==> config.mk <==
export PLATFORM = sky130hd
export DESIGN_NAME = ncs_search
export DESIGN_NICKNAME = d
export VERILOG_FILES = /design/src/rtl/core/ncs_pkg.sv /design/src/rtl/core/ncs_search.sv
export SDC_FILE = /design/constraint.sdc
export NUM_CORES = 1
export LEC_CHECK = 0
export BUFFER_PORTS_ARGS = -buffer_cell sky130_fd_sc_hd__buf_2
export CAP_MARGIN = 20
export CELL_PAD_IN_SITES_DETAIL_PLACEMENT = 0
export CELL_PAD_IN_SITES_GLOBAL_PLACEMENT = 2
export CORE_UTILIZATION = 35
export DETAILED_ROUTE_END_ITERATION = 10
export PLACE_DENSITY = 0.8
export SKIP_LAST_GASP = 1
export SYNTH_ARGS = -nofsm -noshare
export SYNTH_HDL_FRONTEND = slang
export SYNTH_SLANG_ARGS = --single-unit
==> constraint.sdc <==
create_clock -name clk -period 5.7 [get_ports clk]
set_input_delay 0.855 -clock clk [delete_from_list [all_inputs] [get_ports clk]]
set_output_delay 0.855 -clock clk [all_outputs]
set_load 0.05 [all_outputs]
==> src/rtl/core/ncs_pkg.sv <==
// shared types, constants and helpers for the nearest palette colour search
`default_nettype none
package ncs_pkg;

  localparam int PAL_ENTRIES = 256;
  localparam int PAL_AW      = $clog2(PAL_ENTRIES);
  localparam int CNT_W       = PAL_AW + 1;
  localparam int DIST_W      = 20;
  localparam int FB_FIRST    = PAL_ENTRIES - 2;
  localparam int FB_LAST     = 49;

  localparam logic [7:0] COMP_MASK = 8'hFC;
  localparam logic [7:0] WHITE_MIN = 8'd252;

  typedef enum logic {
    OP_WRITE = 1'b0,
    OP_REMAP = 1'b1
  } op_t;

  typedef enum logic [2:0] {
    ST_IDLE,
    ST_SCAN,
    ST_EVAL,
    ST_FALLBACK,
    ST_DONE
  } st_t;

  typedef struct packed {
    op_t        op;
    logic [7:0] idx;
    logic [9:0] r;
    logic [9:0] g;
    logic [9:0] b;
    logic       lim_en;
    logic [7:0] lim_lvl;
  } item_t;

  typedef struct packed {
    logic              we;
    logic [PAL_AW-1:0] waddr;
    logic [23:0]       wdata;
    logic              re;
    logic [PAL_AW-1:0] raddr;
  } ram_req_t;

  typedef struct packed {
    logic       valid;
    logic [7:0] idx;
    logic       exact;
    logic       claimed;
  } res_t;

  function automatic logic [7:0] sat_mask(input logic [9:0] v);
    logic [7:0] c;
    c = (|v[9:8]) ? 8'hFF : v[7:0];
    return c & COMP_MASK;
  endfunction

endpackage
`default_nettype wire

==> src/rtl/core/ncs_search.sv <==
// sequencer and distance datapath for palette scan, limit check and fallback claim
`default_nettype none
module ncs_search (
  input  logic              clk,
  input  logic              rst,
  input  logic              req_valid,
  input  ncs_pkg::item_t    item,
  output logic              busy,
  input  logic [23:0]       rdata,
  output ncs_pkg::ram_req_t ram,
  output ncs_pkg::res_t     res,
  input  logic              res_take
);
  import ncs_pkg::*;

  st_t               state, state_next;
  logic [CNT_W-1:0]  rd_cnt;
  logic [7:0]        tgt_r, tgt_g, tgt_b;
  logic              lim_en;
  logic [7:0]        lim_lvl;
  logic [15:0]       lim_sq;
  logic [DIST_W-1:0] lim_w;
  logic              s1_vld;
  logic [PAL_AW-1:0] s1_idx;
  logic              s2_vld;
  logic [PAL_AW-1:0] s2_idx;
  logic              s2_exact;
  logic [15:0]       sq_r, sq_g, sq_b;
  logic [DIST_W-1:0] best_sum;
  logic [PAL_AW-1:0] best_idx;
  logic [7:0]        res_idx;
  logic              res_exact, res_claimed;

  logic              accept;
  logic              issue_scan, issue_fb;
  logic [7:0]        ar, ag, ab;
  logic [7:0]        dr, dg, db;
  logic              s1_exact;
  logic [DIST_W-1:0] wsum;
  logic              better;
  logic              exact_done, scan_end;
  logic              white_hit, fb_end;
  logic              over;

  assign accept     = req_valid && (state == ST_IDLE);
  assign issue_scan = (state == ST_SCAN) && (rd_cnt < CNT_W'(PAL_ENTRIES));
  assign issue_fb   = (state == ST_FALLBACK) && (rd_cnt >= CNT_W'(FB_LAST));

  assign ar = rdata[23:16] & COMP_MASK;
  assign ag = rdata[15:8]  & COMP_MASK;
  assign ab = rdata[7:0]   & COMP_MASK;
  assign dr = (ar > tgt_r) ? (ar - tgt_r) : (tgt_r - ar);
  assign dg = (ag > tgt_g) ? (ag - tgt_g) : (tgt_g - ag);
  assign db = (ab > tgt_b) ? (ab - tgt_b) : (tgt_b - ab);
  assign s1_exact = (ar == tgt_r) && (ag == tgt_g) && (ab == tgt_b);

  assign wsum = (DIST_W'(sq_r) << 1) + DIST_W'(sq_r)
              + (DIST_W'(sq_g) << 2) + (DIST_W'(sq_g) << 1)
              + (DIST_W'(sq_b) << 1);

  assign exact_done = (state == ST_SCAN) && s2_vld && s2_exact;
  assign scan_end   = (state == ST_SCAN) && s2_vld && !s2_exact
                   && (s2_idx == PAL_AW'(PAL_ENTRIES - 1));
  assign better     = (state == ST_SCAN) && s2_vld && !s2_exact && (wsum < best_sum);
  assign white_hit  = (state == ST_FALLBACK) && s1_vld
                   && (rdata[23:16] >= WHITE_MIN) && (rdata[15:8] >= WHITE_MIN)
                   && (rdata[7:0] >= WHITE_MIN);
  assign fb_end     = (state == ST_FALLBACK) && s1_vld && !white_hit
                   && (s1_idx == PAL_AW'(FB_LAST));
  assign over       = lim_en && (best_sum > lim_w);

  always_comb begin
    state_next = state;
    unique case (state)
      ST_IDLE: begin
        if (accept) begin
          state_next = (item.op == OP_WRITE) ? ST_DONE : ST_SCAN;
        end
      end
      ST_SCAN: begin
        if (exact_done) begin
          state_next = ST_DONE;
        end else if (scan_end) begin
          state_next = ST_EVAL;
        end
      end
      ST_EVAL: begin
        state_next = over ? ST_FALLBACK : ST_DONE;
      end
      ST_FALLBACK: begin
        if (white_hit || fb_end) begin
          state_next = ST_DONE;
        end
      end
      ST_DONE: begin
        if (res_take) begin
          state_next = ST_IDLE;
        end
      end
      default: state_next = ST_IDLE;
    endcase
  end

  always_comb begin
    busy      = (state != ST_IDLE);
    ram.we    = (accept && (item.op == OP_WRITE)
                 && ({1'b0, item.idx} < 9'(PAL_ENTRIES))) || white_hit;
    ram.waddr = white_hit ? s1_idx : item.idx[PAL_AW-1:0];
    ram.wdata = white_hit ? {tgt_r, tgt_g, tgt_b}
                          : {item.r[7:0], item.g[7:0], item.b[7:0]};
    ram.re    = issue_scan || issue_fb;
    ram.raddr = rd_cnt[PAL_AW-1:0];
    res.valid   = (state == ST_DONE);
    res.idx     = res_idx;
    res.exact   = res_exact;
    res.claimed = res_claimed;
  end

  always_ff @(posedge clk) begin
    if (rst) begin
      state  <= ST_IDLE;
      s1_vld <= 1'b0;
      s2_vld <= 1'b0;
    end else begin
      state  <= state_next;
      s1_vld <= ram.re;
      s2_vld <= s1_vld && (state == ST_SCAN) && !exact_done;
    end
  end

  always_ff @(posedge clk) begin
    s1_idx   <= ram.raddr;
    s2_idx   <= s1_idx;
    s2_exact <= s1_exact;
    sq_r     <= dr * dr;
    sq_g     <= dg * dg;
    sq_b     <= db * db;
    lim_sq   <= lim_lvl * lim_lvl;
    lim_w    <= (DIST_W'(lim_sq) << 3) + (DIST_W'(lim_sq) << 1) + DIST_W'(lim_sq);

    if (accept) begin
      tgt_r    <= sat_mask(item.r);
      tgt_g    <= sat_mask(item.g);
      tgt_b    <= sat_mask(item.b);
      lim_en   <= item.lim_en;
      lim_lvl  <= item.lim_lvl;
      rd_cnt   <= '0;
      best_sum <= '1;
      best_idx <= '0;
    end else if (issue_scan) begin
      rd_cnt <= rd_cnt + CNT_W'(1);
    end else if (state == ST_EVAL) begin
      rd_cnt <= CNT_W'(FB_FIRST);
    end else if (issue_fb) begin
      rd_cnt <= rd_cnt - CNT_W'(1);
    end

    if (better) begin
      best_sum <= wsum;
      best_idx <= s2_idx;
    end

    priority if (accept) begin
      res_idx     <= item.idx;
      res_exact   <= 1'b0;
      res_claimed <= 1'b0;
    end else if (exact_done) begin
      res_idx     <= 8'(s2_idx);
      res_exact   <= 1'b1;
      res_claimed <= 1'b0;
    end else if (white_hit) begin
      res_idx     <= 8'(s1_idx);
      res_exact   <= 1'b0;
      res_claimed <= 1'b1;
    end else if (((state == ST_EVAL) && !over) || fb_end) begin
      res_idx     <= 8'(best_idx);
      res_exact   <= 1'b0;
      res_claimed <= 1'b0;
    end else begin
    end
  end

  a_write_state: assert property (@(posedge clk) disable iff (rst)
    ram.we |-> (state == ST_IDLE || state == ST_FALLBACK))
    else $error("palette written outside an accept or a claim");

  a_flags_excl: assert property (@(posedge clk) disable iff (rst)
    res.valid |-> !(res.exact && res.claimed))
    else $error("exact hit and claim flagged together");

  a_claim_done: assert property (@(posedge clk) disable iff (rst)
    white_hit |=> (state == ST_DONE))
    else $error("claim did not finish the item");

  a_eval_drained: assert property (@(posedge clk) disable iff (rst)
    (state == ST_EVAL) |-> (!s1_vld && !s2_vld))
    else $error("scan pipeline not empty at limit check");

endmodule
`default_nettype wire
Word level (Yosys, flattened, before mapping)
Cells that the tools add are included.
{ "word_totals": {"input_bits": 76, "ff_bits": 180, "word_cells": 133, "output_inout_bits": 54} }
{ "classes": {"multipliers": 4, "eq_ne": 13, "mux": 28, "bitwise": 1, "order_cmp": 10, "n_addsub": 14, "reduce_logical": 41} }
{ "ops": {"columns": ["operator", "count"], "rows": [
  ["$mux 8", 10],
  ["$mul 8x8->16", 4],
  ["$sub 8x8->8", 6],
  ["$add 19x17->20", 2],
  ["$mux 20", 2],
  ["$mux 9", 3],
  ["$ge 8x8->1 const B", 3],
  ["$gt 8x8->1", 3],
  ["$mux 24", 1],
  ["$logic_and 1x1->1", 21],
  ["$mux 3", 7],
  ["$add 20x16->20", 1],
  ["$add 20x17->20", 1],
  ["$gt 20x20->1", 1],
  ["$lt 20x20->1", 1],
  ["$add 18x18->19", 1],
  ["$add 17x16->18", 1],
  ["$eq 6x6->1", 3],
  ["$pmux 3 s5", 1],
  ["$add 9x1->9 const B", 1],
  ["$ge 9x6->1 const B", 1],
  ["$lt 9x9->1 const B", 1],
  ["$reduce_bool 3->1", 3],
  ["$sub 9x1->9 const B", 1],
  ["17 further kinds", 32]
]} }

Logic depth before layout (Yosys ltp)
Gate-level depths: netlist of the first run.
{ "depth": {"word_depth": 13, "mapped_depth": 26, "ltp_nobuf": 26} }

Least setup slack after synthesis of the first run
Ideal clock, no wire load.
{ "synth_timing": {"path_type": "input-to-reg", "from": "input port rdata[18]", "to": "register sq_r[15]", "path_stages": 26, "required_time_ns": 5.628, "path_buffers": 0, "setup_slack_ns": -0.425, "t_arrival_ns": 6.053, "setup_time_ns": 0.072, "cell_sequence": "inv_1 > ha_1 > inv_1 > fa_1 > a21o_1 > a21oi_1 > nor2b_1 > o31ai_4 > mux2i_1 > xor2_1 > nor2_1 > fa_1 > inv_1 > fa_1 > fa_1 > inv_1 > ha_1 > ha_1 > a31oi_1 > nor2b_1 > o21a_1 > o21ai_0 > nand2b_1 > a21oi_1 > xor2_1 > xnor2_1"} }
{ "synth_via": {"elab_chain_len": 3, "elab_cells_between_ends": 5, "cone_classes": "add/sub: 2; mul: 1; order compare: 1; mux: 1"} }
{ "synth_lines": {"columns": ["element", "line_no", "rtl"], "rows": [
  ["start: declaration", "ncs_search.sv:9", "input logic [23:0] rdata,"],
  ["$sub 8x8->8 / $gt 8x8->1 (equally long branches)", "ncs_search.sv:52", "assign dr = (ar > tgt_r) ? (ar - tgt_r) : (tgt_r - ar);"],
  ["$mux 8 (*)", "ncs_search.sv:52", null],
  ["$mul 8x8->16 (*)", "ncs_search.sv:135", "sq_r <= dr * dr;"],
  ["end signal: assignment", "ncs_search.sv:135", null],
  ["end: declaration", "ncs_search.sv:28", "logic [15:0] sq_r, sq_g, sq_b;"]
]} }
Every way passes the cells marked *; elsewhere a longest branch is shown, timed or not.
A chain may end at the register's enable or synchronous reset.

Worst setup path after layout of the first run
Ends and elaborated chain as after synthesis.

==> flow_summary_export.csv, run 1 <==
group,metric,value,unit
status,status,"completed",
synthesis,synth_top_cells_by_area,"ha_1 18%, dfxtp_1 15%, fa_1 14%, edfxtp_1 13%, inv_1 6.7%",
drt,wirelength,29300,microns
drt,ant_nets,0,
sta,fmax,179,MHz
sta,fin_skew,0.0125,ns
die,io_pins,130,
synthesis,synthFlopType,"dfxtp_1",
die,dieArea,39700,sq um
clock_tree,cts.sinks,160,
worst_hold_path,worstHoldStart,"lim_sq[0]",
layout,antenna_cells,0,
die,initial_utilization,35.8,%
layout,fillers,3835,
synthesis,synthCells,1455,
synthesis,yosysSeqAreaShare,27.9,%
critical_path,crit_path_end_kind,"flop",
flow_run,max-cap-violations,0,
synthesis,synth_edf_count,60,
drt,first_pass_iters,4,
sta,rsz0062_at_grt,"yes",
drt,via_per_inst,4.66,
synthesis,synth.top_cell.area_share,17.6,%
clock_tree,cts_hold_buf,0,
layout,final_util,43.4,%
die,num_rows,71,
drt,dr_total_vias,10300,
critical_path,crit_path_max_incr_delay,0.53,ns
layout,area_delta_synth_final,21.2,%
drt,wl_per_cell,13.3,microns
clock_tree,clock-root-buffer,"clkbuf_16",
synthesis,ys_types,73,
global_route,antenna_found_initial,0,
critical_path,cp_top_family,"adder cells",
worst_hold_path,min_path_type,"flop to flop",
synthesis,synth_area,13600,sq um
die,coreArea,38000,sq um
clock_tree,clk-insertion-delay-late,0.45,ns
critical_path,slowest_stage,"fa_1",
die,die_x,199,microns
critical_path,crit_buf_inv,6,
layout,nets,2048,
critical_path,critical_path_required,6.06,ns
sta,fin_crit_sh,98.0,%
global_route,grt_pass1_wl,48600,microns
synthesis,ys_seq_elements,160,
placement,hpwl,24200,microns
clock_tree,numCtsBuffers,17,
synthesis,synth_top_cell_by_area,"ha_1",
sta,min_period,5.59,ns
synthesis,synth_area_per_cell,9.37,sq um
critical_path,critical_path_peak_fanout,4,
global_route,grt-ovfl-total,0,
placement,place_congestion,0.852,
critical_path,worstPathArrival,5.95,ns
layout,layout_commonest_cell,"inv_1",
global_route,track_usage,15.4,%
critical_path,critPathLaunch,"rdata[18]",
global_route,grt_max_degree,42,
clock_tree,cts.clk_slew.worst_paths,0.06,ns
sta,tightestPinTransition,0.656,ns
clock_tree,cts_htree_levels,4,
layout,multi_input_area,9050,sq um
synthesis,ys_warn_count,0,
clock_tree,cts_tree,"built",
sta,maxSlewViolCount,0,
sta,hold_viol_final,0,
clock_tree,clock_path_buffers,2,
die,fp.dieH,199,microns
layout,seq_area,3800,sq um
placement,portBuffers,123,
sta,maxSlewHeadroom,56.0,%
layout,final_cell_mix,"235 x inv_1, 182 x ha_1, 122 x buf_2",
drt,drt_iter0_drc,522,
critical_path,start_kind,"primary input",
critical_path,r2r_start,"tgt_r[2]",
global_route,grt_pass1_vias,10100,
synthesis,async_flop_share,0,%
drt,drc,0,
layout,drive_gt1_share,20.5,%
sta,setup_viol,0,
critical_path,path_class,"primary input to flop",
cells in the mapped netlist (all sizes together), types with 31 or more instances:
cell type,n
and2,33
inv,243
a21oi,66
o21ai,55
fa,97
nand2,110
ha,192
xnor2,60
nor2,108
edfxtp,60
a21o,31
dfxtp,100
flip-flops by register name, indices dropped and copies added, names as in the netlist, 3 cells and up:
signal    cells
res_idx       8
tgt_g         6
sq_g         11
tgt_r         6
s1_idx        8
sq_b         11
best_idx      8
tgt_b         6
lim_sq       15
lim_w        19
best_sum     17
sq_r         11
lim_lvl       8
s2_idx        8
rd_cnt        9
state         3
layout make-up:
class                   instances  area share, %
multi-input cells            1023           54.8
well taps                     511           3.87
repair buffers                237           9.20
flip-flops and latches        160           23.0
inverters                     244           5.56
clock inverters                14          0.939
clock buffers                  18           2.60
cell families (layout without fill, tap and decap cells):
group	after synthesis	after routing	synth area share, %
fa+ha+maj	289	289	31.9
flops	160	160	27.9
xor+xnor	79	79	5.30
other cells	1	2	0.0275
compound gates	247	247	11.8
buf+inv	273	513	7.91
mux	16	16	1.18
simple gates	390	390	14.0
per-layer routing:
| layer | wire length [microns] | up-vias | track usage [%] |
|---|---|---|---|
| met5 | 0 | - | 0 |
| li1 | - | 5291 | - |
| met3 | 723 | 19 | 2.18 |
| met1 | 14600 | 4876 | 20.9 |
| met4 | 340 | 0 | 4.42 |
| met2 | 13600 | 108 | 25.2 |
path summary, 6_finish.rpt:
check	endpoint	slack (ns)	cells past startpoint
max reg2reg	sq_r[15]	0.24	26
max	sq_r[15]	0.11	28
min	lim_w[1]	0.36	0
min reg2reg	lim_w[1]	0.36	0
stage by stage:
| stage | std cells | instance area, sq um | setup TNS, ns | hold WS, ns | setup WS (ns) |
|---|---|---|---|---|---|
| 3_5_place_dp | 2167 | 15700 | -1.83 | 0.356 | -0.421 |
| 4_1_cts | 2199 | 16300 | 0 | 0.365 | 0.0168 |
| 5_1_grt | 2207 | 16500 | -0.223 | 0.366 | -0.114 |
| 3_3_place_gp | 2167 | 15700 | -1.40 | 0.342 | -0.350 |
| 6_report | 2207 | 16500 | 0 | 0.361 | 0.114 |
| 2_1_floorplan | 1456 | 13800 | -0.127 | 0.331 | -0.127 |
timing repair:
item / CTS / global route
setup endpoints to repair: 0 / 56
buffers inserted: 0 / 7
endpoints found under the hold margin: 0 / 0
resized for setup: 0 / 47
worst register-to-register path: cells and delay by family (launching register included):
family                     cells  cell delay [ns]
AOI/OAI and AO/OA              7             1.17
xor gates and xnor gates       3             0.54
adders and majority gates      7             2.43
buffers and inverters          4             0.32
DFF                            1             0.40
muxes                          1             0.24
and+or+nand+nor                4             0.28
Power of run 1 is not shown: default switching activity piles up to over one toggle a cycle in this logic, so the estimate is an artifact.
==> run 2, diff against run 1 <==
PLACE_DENSITY = not set   (was 0.8)
PLACE_DENSITY_LB_ADDON = 0.1   (was not set)
==> flow_summary_export.csv, run 2 (synthesized netlist as in run 1, its figures left out) <==
group,metric,value,unit
sta,tightestPinTransition,0.711,ns
layout,drive_gt1_share,21.2,%
die,dieArea,39700,sq um
global_route,track_usage,16.2,%
critical_path,r2r_start,"tgt_r[2]",
clock_tree,cts.clk_slew.worst_paths,0.08,ns
drt,first_pass_iters,4,
global_route,antenna_found_initial,1,
layout,reg_top3,"lim_w: 19 flops, best_sum: 17 flops, lim_sq: 15 flops",
critical_path,path_class,"primary input to flop",
clock_tree,cts.sinks,160,
die,die_x,199,microns
placement,pre_cts_slack,-0.374,ns
worst_hold_path,min_path_type,"flop to flop",
drt,dr_total_vias,10200,
layout,regMostFlops,"lim_w",
clock_tree,cts_htree_levels,4,
layout,fillers,3876,
drt,ant_nets,0,
critical_path,worstPathArrival,5.99,ns
drt,wl_per_cell,14.0,microns
clock_tree,clock_path_buffers,2,
sta,fin_ws,0.0849,ns
die,io_pins,130,
layout,largest_reg_flops,19,
worst_hold_path,worstHoldStart,"lim_sq[0]",
critical_path,critPathLaunch,"rdata[18]",
flow_run,max-cap-violations,0,
sta,fin_crit_sh,98.5,%
placement,place_congestion,0.810,
critical_path,critical_path_required,6.07,ns
critical_path,critical_path_peak_fanout,4,
critical_path,crit_path_end_kind,"flop",
sta,setup_viol,0,
layout,layout_commonest_cell,"inv_1",
drt,drt_iter0_drc,416,
layout,nets,2055,
sta,fmax,178,MHz
critical_path,slowest_stage,"fa_1",
drt,wirelength,31000,microns
global_route,grt_pass1_vias,10100,
critical_path,start_kind,"primary input",
placement,portBuffers,123,
clock_tree,numCtsBuffers,17,
clock_tree,cts_tree,"built",
status,status,"completed",
critical_path,crit_path_max_incr_delay,0.55,ns
placement,hpwl,25500,microns
sta,hold_viol_final,0,
layout,antenna_cells,0,
die,num_rows,71,
clock_tree,clock-root-buffer,"clkbuf_16",
global_route,grtUsageMet2,25.6,%
die,coreArea,38000,sq um
critical_path,cp_top_family,"adder cells",
drt,drc,0,
sta,rsz0062_at_grt,"yes",
global_route,grt-ovfl-total,0,
die,initial_utilization,35.8,%
layout,area_delta_synth_final,22.2,%
global_route,grt_max_degree,42,
sta,maxSlewHeadroom,52.4,%
layout,final_cell_mix,"234 x inv_1, 181 x ha_1, 122 x buf_2",
global_route,met3_usage,2.18,%
global_route,use_met1,23.1,%
die,fp.dieH,199,microns
clock_tree,clk-insertion-delay-late,0.44,ns
drt,via_per_inst,4.62,
global_route,grt_pass1_wl,50500,microns
sta,fin_skew,0.0125,ns
critical_path,crit_buf_inv,6,
sta,maxSlewViolCount,0,
sta,min_period,5.62,ns
global_route,busiest_layer,"met2",
[run 2: path summary, 6_finish.rpt]
kind         endpoint  slack [ns]  depth (start not counted)
min          lim_w[1]        0.36                          0
max reg2reg  sq_r[15]        0.20                         26
min reg2reg  lim_w[1]        0.36                          0
max          sq_r[15]        0.08                         28
[run 2: through the flow]
stage	hold WS, ns	area (sq um)	instances	util [%]	setup TNS, ns
after global routing	0.378	16600	2214	43.8	-0.325
after floorplan	0.331	13800	1456	-	-0.127
after global placement	0.349	15700	2173	41.3	-1.73
after detailed placement	0.357	15700	2173	41.3	-2.03
after CTS	0.367	16300	2205	42.9	0
final	0.360	16600	2214	43.8	0
[run 2: layout make-up]
class	count	area (sq um)	area share, %
clock inverter	14	141	0.849
inverter	244	921	5.53
tap	511	639	3.84
multi-input combinational	1023	9100	54.7
timing repair buffer	244	1590	9.57
clock buffer	18	450	2.71
sequential	160	3800	22.8
[run 2: per-layer routing]
layer  vias up  part of all wire (%)
li1       5308                     -
met1      4809                    52
met2        99                    45
met3        18                   2.5
met4         0                   1.0
met5         -                     0
[run 2: repair_timing]
action,CTS,global route
endpoints found under the setup margin,0,56
setup buffers,0,7
hold buffers,0,0
gates resized for setup,0,57
[run 2: worst register-to-register path, delay by kind of cell (launching register included)]
kind | cells | cell delay (ns)
adder cells (fa/ha/maj) | 7 | 2.45
XOR/XNOR | 3 | 0.53
AND/OR/NAND/NOR | 4 | 0.29
AO/OA/AOI/OAI | 7 | 1.19
buffers and inverters | 4 | 0.31
multiplexers | 1 | 0.25
flip-flops | 1 | 0.40
Power of run 2 is left out for the same reason.
==> run 3, diff against run 2 <==
SETUP_SLACK_MARGIN = 0.3   (was not set)
==> flow_summary_export.csv, run 3 (synthesized netlist as in run 1, its figures left out) <==
group,metric,value,unit
status,status,"completed",
global_route,grt_pass1_wl,50900,microns
layout,fin_area,17100,sq um
die,fp.dieH,199,microns
layout,final_cell_mix,"223 x inv_1, 170 x ha_1, 120 x buf_2",
sta,hold_viol_final,0,
drt,ant_nets,0,
drt,dr_total_vias,10300,
global_route,grt_max_degree,42,
drt,drt_iter0_drc,393,
drt,first_pass_iters,5,
clock_tree,clock-root-buffer,"clkbuf_16",
critical_path,critical_path_required,6.07,ns
drt,drc,0,
critical_path,critical_path_peak_fanout,4,
layout,area_delta_synth_final,25.7,%
clock_tree,numCtsBuffers,17,
sta,setup_tns,0,ns
die,die_x,199,microns
sta,fin_ws,0.338,ns
drt,wirelength,31100,microns
layout,drive_gt1_share,24.0,%
die,coreArea,38000,sq um
clock_tree,cts_hold_buf,0,
critical_path,start_kind,"primary input",
sta,maxSlewViolCount,0,
layout,layout_commonest_cell,"inv_1",
sta,setup_viol,0,
critical_path,slowest_stage,"fa_2",
clock_tree,cts_htree_levels,4,
sta,maxSlewHeadroom,53.8,%
die,io_pins,130,
placement,hpwl,25700,microns
global_route,antenna_found_initial,0,
die,initial_utilization,35.8,%
sta,fin_crit_sh,94.1,%
clock_tree,clk-insertion-delay-late,0.45,ns
sta,fmax,186,MHz
sta,tightestPinTransition,0.690,ns
layout,nets,2061,
critical_path,crit_path_max_incr_delay,0.53,ns
critical_path,worstPathArrival,5.73,ns
clock_tree,cts_tree,"built",
die,dieArea,39700,sq um
sta,min_period,5.36,ns
clock_tree,clock_path_buffers,2,
critical_path,path_class,"primary input to flop",
layout,regMostFlops,"lim_w",
clock_tree,cts.sinks,160,
critical_path,crit_path_end_kind,"flop",
clock_tree,cts.clk_slew.worst_paths,0.07,ns
layout,reg_top3,"lim_w: 19 flops, best_sum: 17 flops, lim_sq: 15 flops",
sta,fin_skew,0.0161,ns
layout,antenna_cells,0,
global_route,grt_pass1_vias,10200,
layout,largest_reg_flops,19,
layout,final_util,45.0,%
placement,pre_cts_slack,-0.359,ns
placement,portBuffers,123,
drt,wl_per_cell,14.0,microns
worst_hold_path,min_path_type,"flop to flop",
critical_path,cp_top_family,"adder cells",
sta,rsz0062_at_grt,"yes",
global_route,grt-ovfl-total,0,
placement,place_congestion,0.827,
drt,via_per_inst,4.64,
global_route,track_usage,16.3,%
critical_path,crit_buf_inv,6,
die,num_rows,71,
flow_run,max-cap-violations,0,
placement,dpl_cell_area,15800,sq um
run 3: changes by cell type in the layout (fill, tap and decap cells not counted), moves of 4 or more:
cell     change
dfxtp_2      +6
a21oi_1      -4
inv_1       -11
buf_4        -4
ha_1        -11
ha_4        +11
dfxtp_1      -6
nor2_1       -4
buf_12       +9
inv_2        +9
run 3: timing repair:
item | CTS | global route
cloned | 2 | 0
pin swaps | 28 | 58
gates resized for setup | 54 | 47
endpoints found under the setup margin | 54 | 60
setup buffers | 12 | 10
run 3: final timing paths:
| path | slack, ns | depth (start not counted) | end | from |
|---|---|---|---|---|
| setup / recovery | 0.34 | 28 | sq_r[15] | rdata[18] |
| hold / removal | 0.35 | 0 | lim_w[1] | lim_sq[0] |
| setup reg to reg | 0.37 | 26 | best_sum[19] | sq_r[9] |
| hold reg to reg | 0.35 | 0 | lim_w[1] | lim_sq[0] |
run 3: per-layer routing:
layer | part of all wire (%) | vias up | GRT usage [%]
li1 | - | 5332 | -
met1 | 52 | 4825 | 23.6
met2 | 44 | 116 | 25.1
met3 | 2.7 | 22 | 2.46
met4 | 1.3 | 0 | 4.53
met5 | 0 | - | 0
run 3: area by class of cell:
| type | instances | area (sq um) |
|---|---|---|
| Timing Repair Buffer | 250 | 1770 |
| Tap cell | 511 | 639 |
| Multi-Input combinational cell | 1023 | 9360 |
| Inverter | 244 | 956 |
| Clock buffer | 19 | 454 |
| Sequential cell | 160 | 3810 |
| Fill cell | 3816 | 20900 |
| Clock inverter | 13 | 139 |
run 3: metrics by stage:
stage / hold WS, ns / instances
after floorplan: 0.331 / 1456
after global placement: 0.343 / 2164
after detailed placement: 0.340 / 2164
after CTS: 0.354 / 2210
after global routing: 0.374 / 2220
final: 0.352 / 2220
Power of run 3 is left out for the same reason.
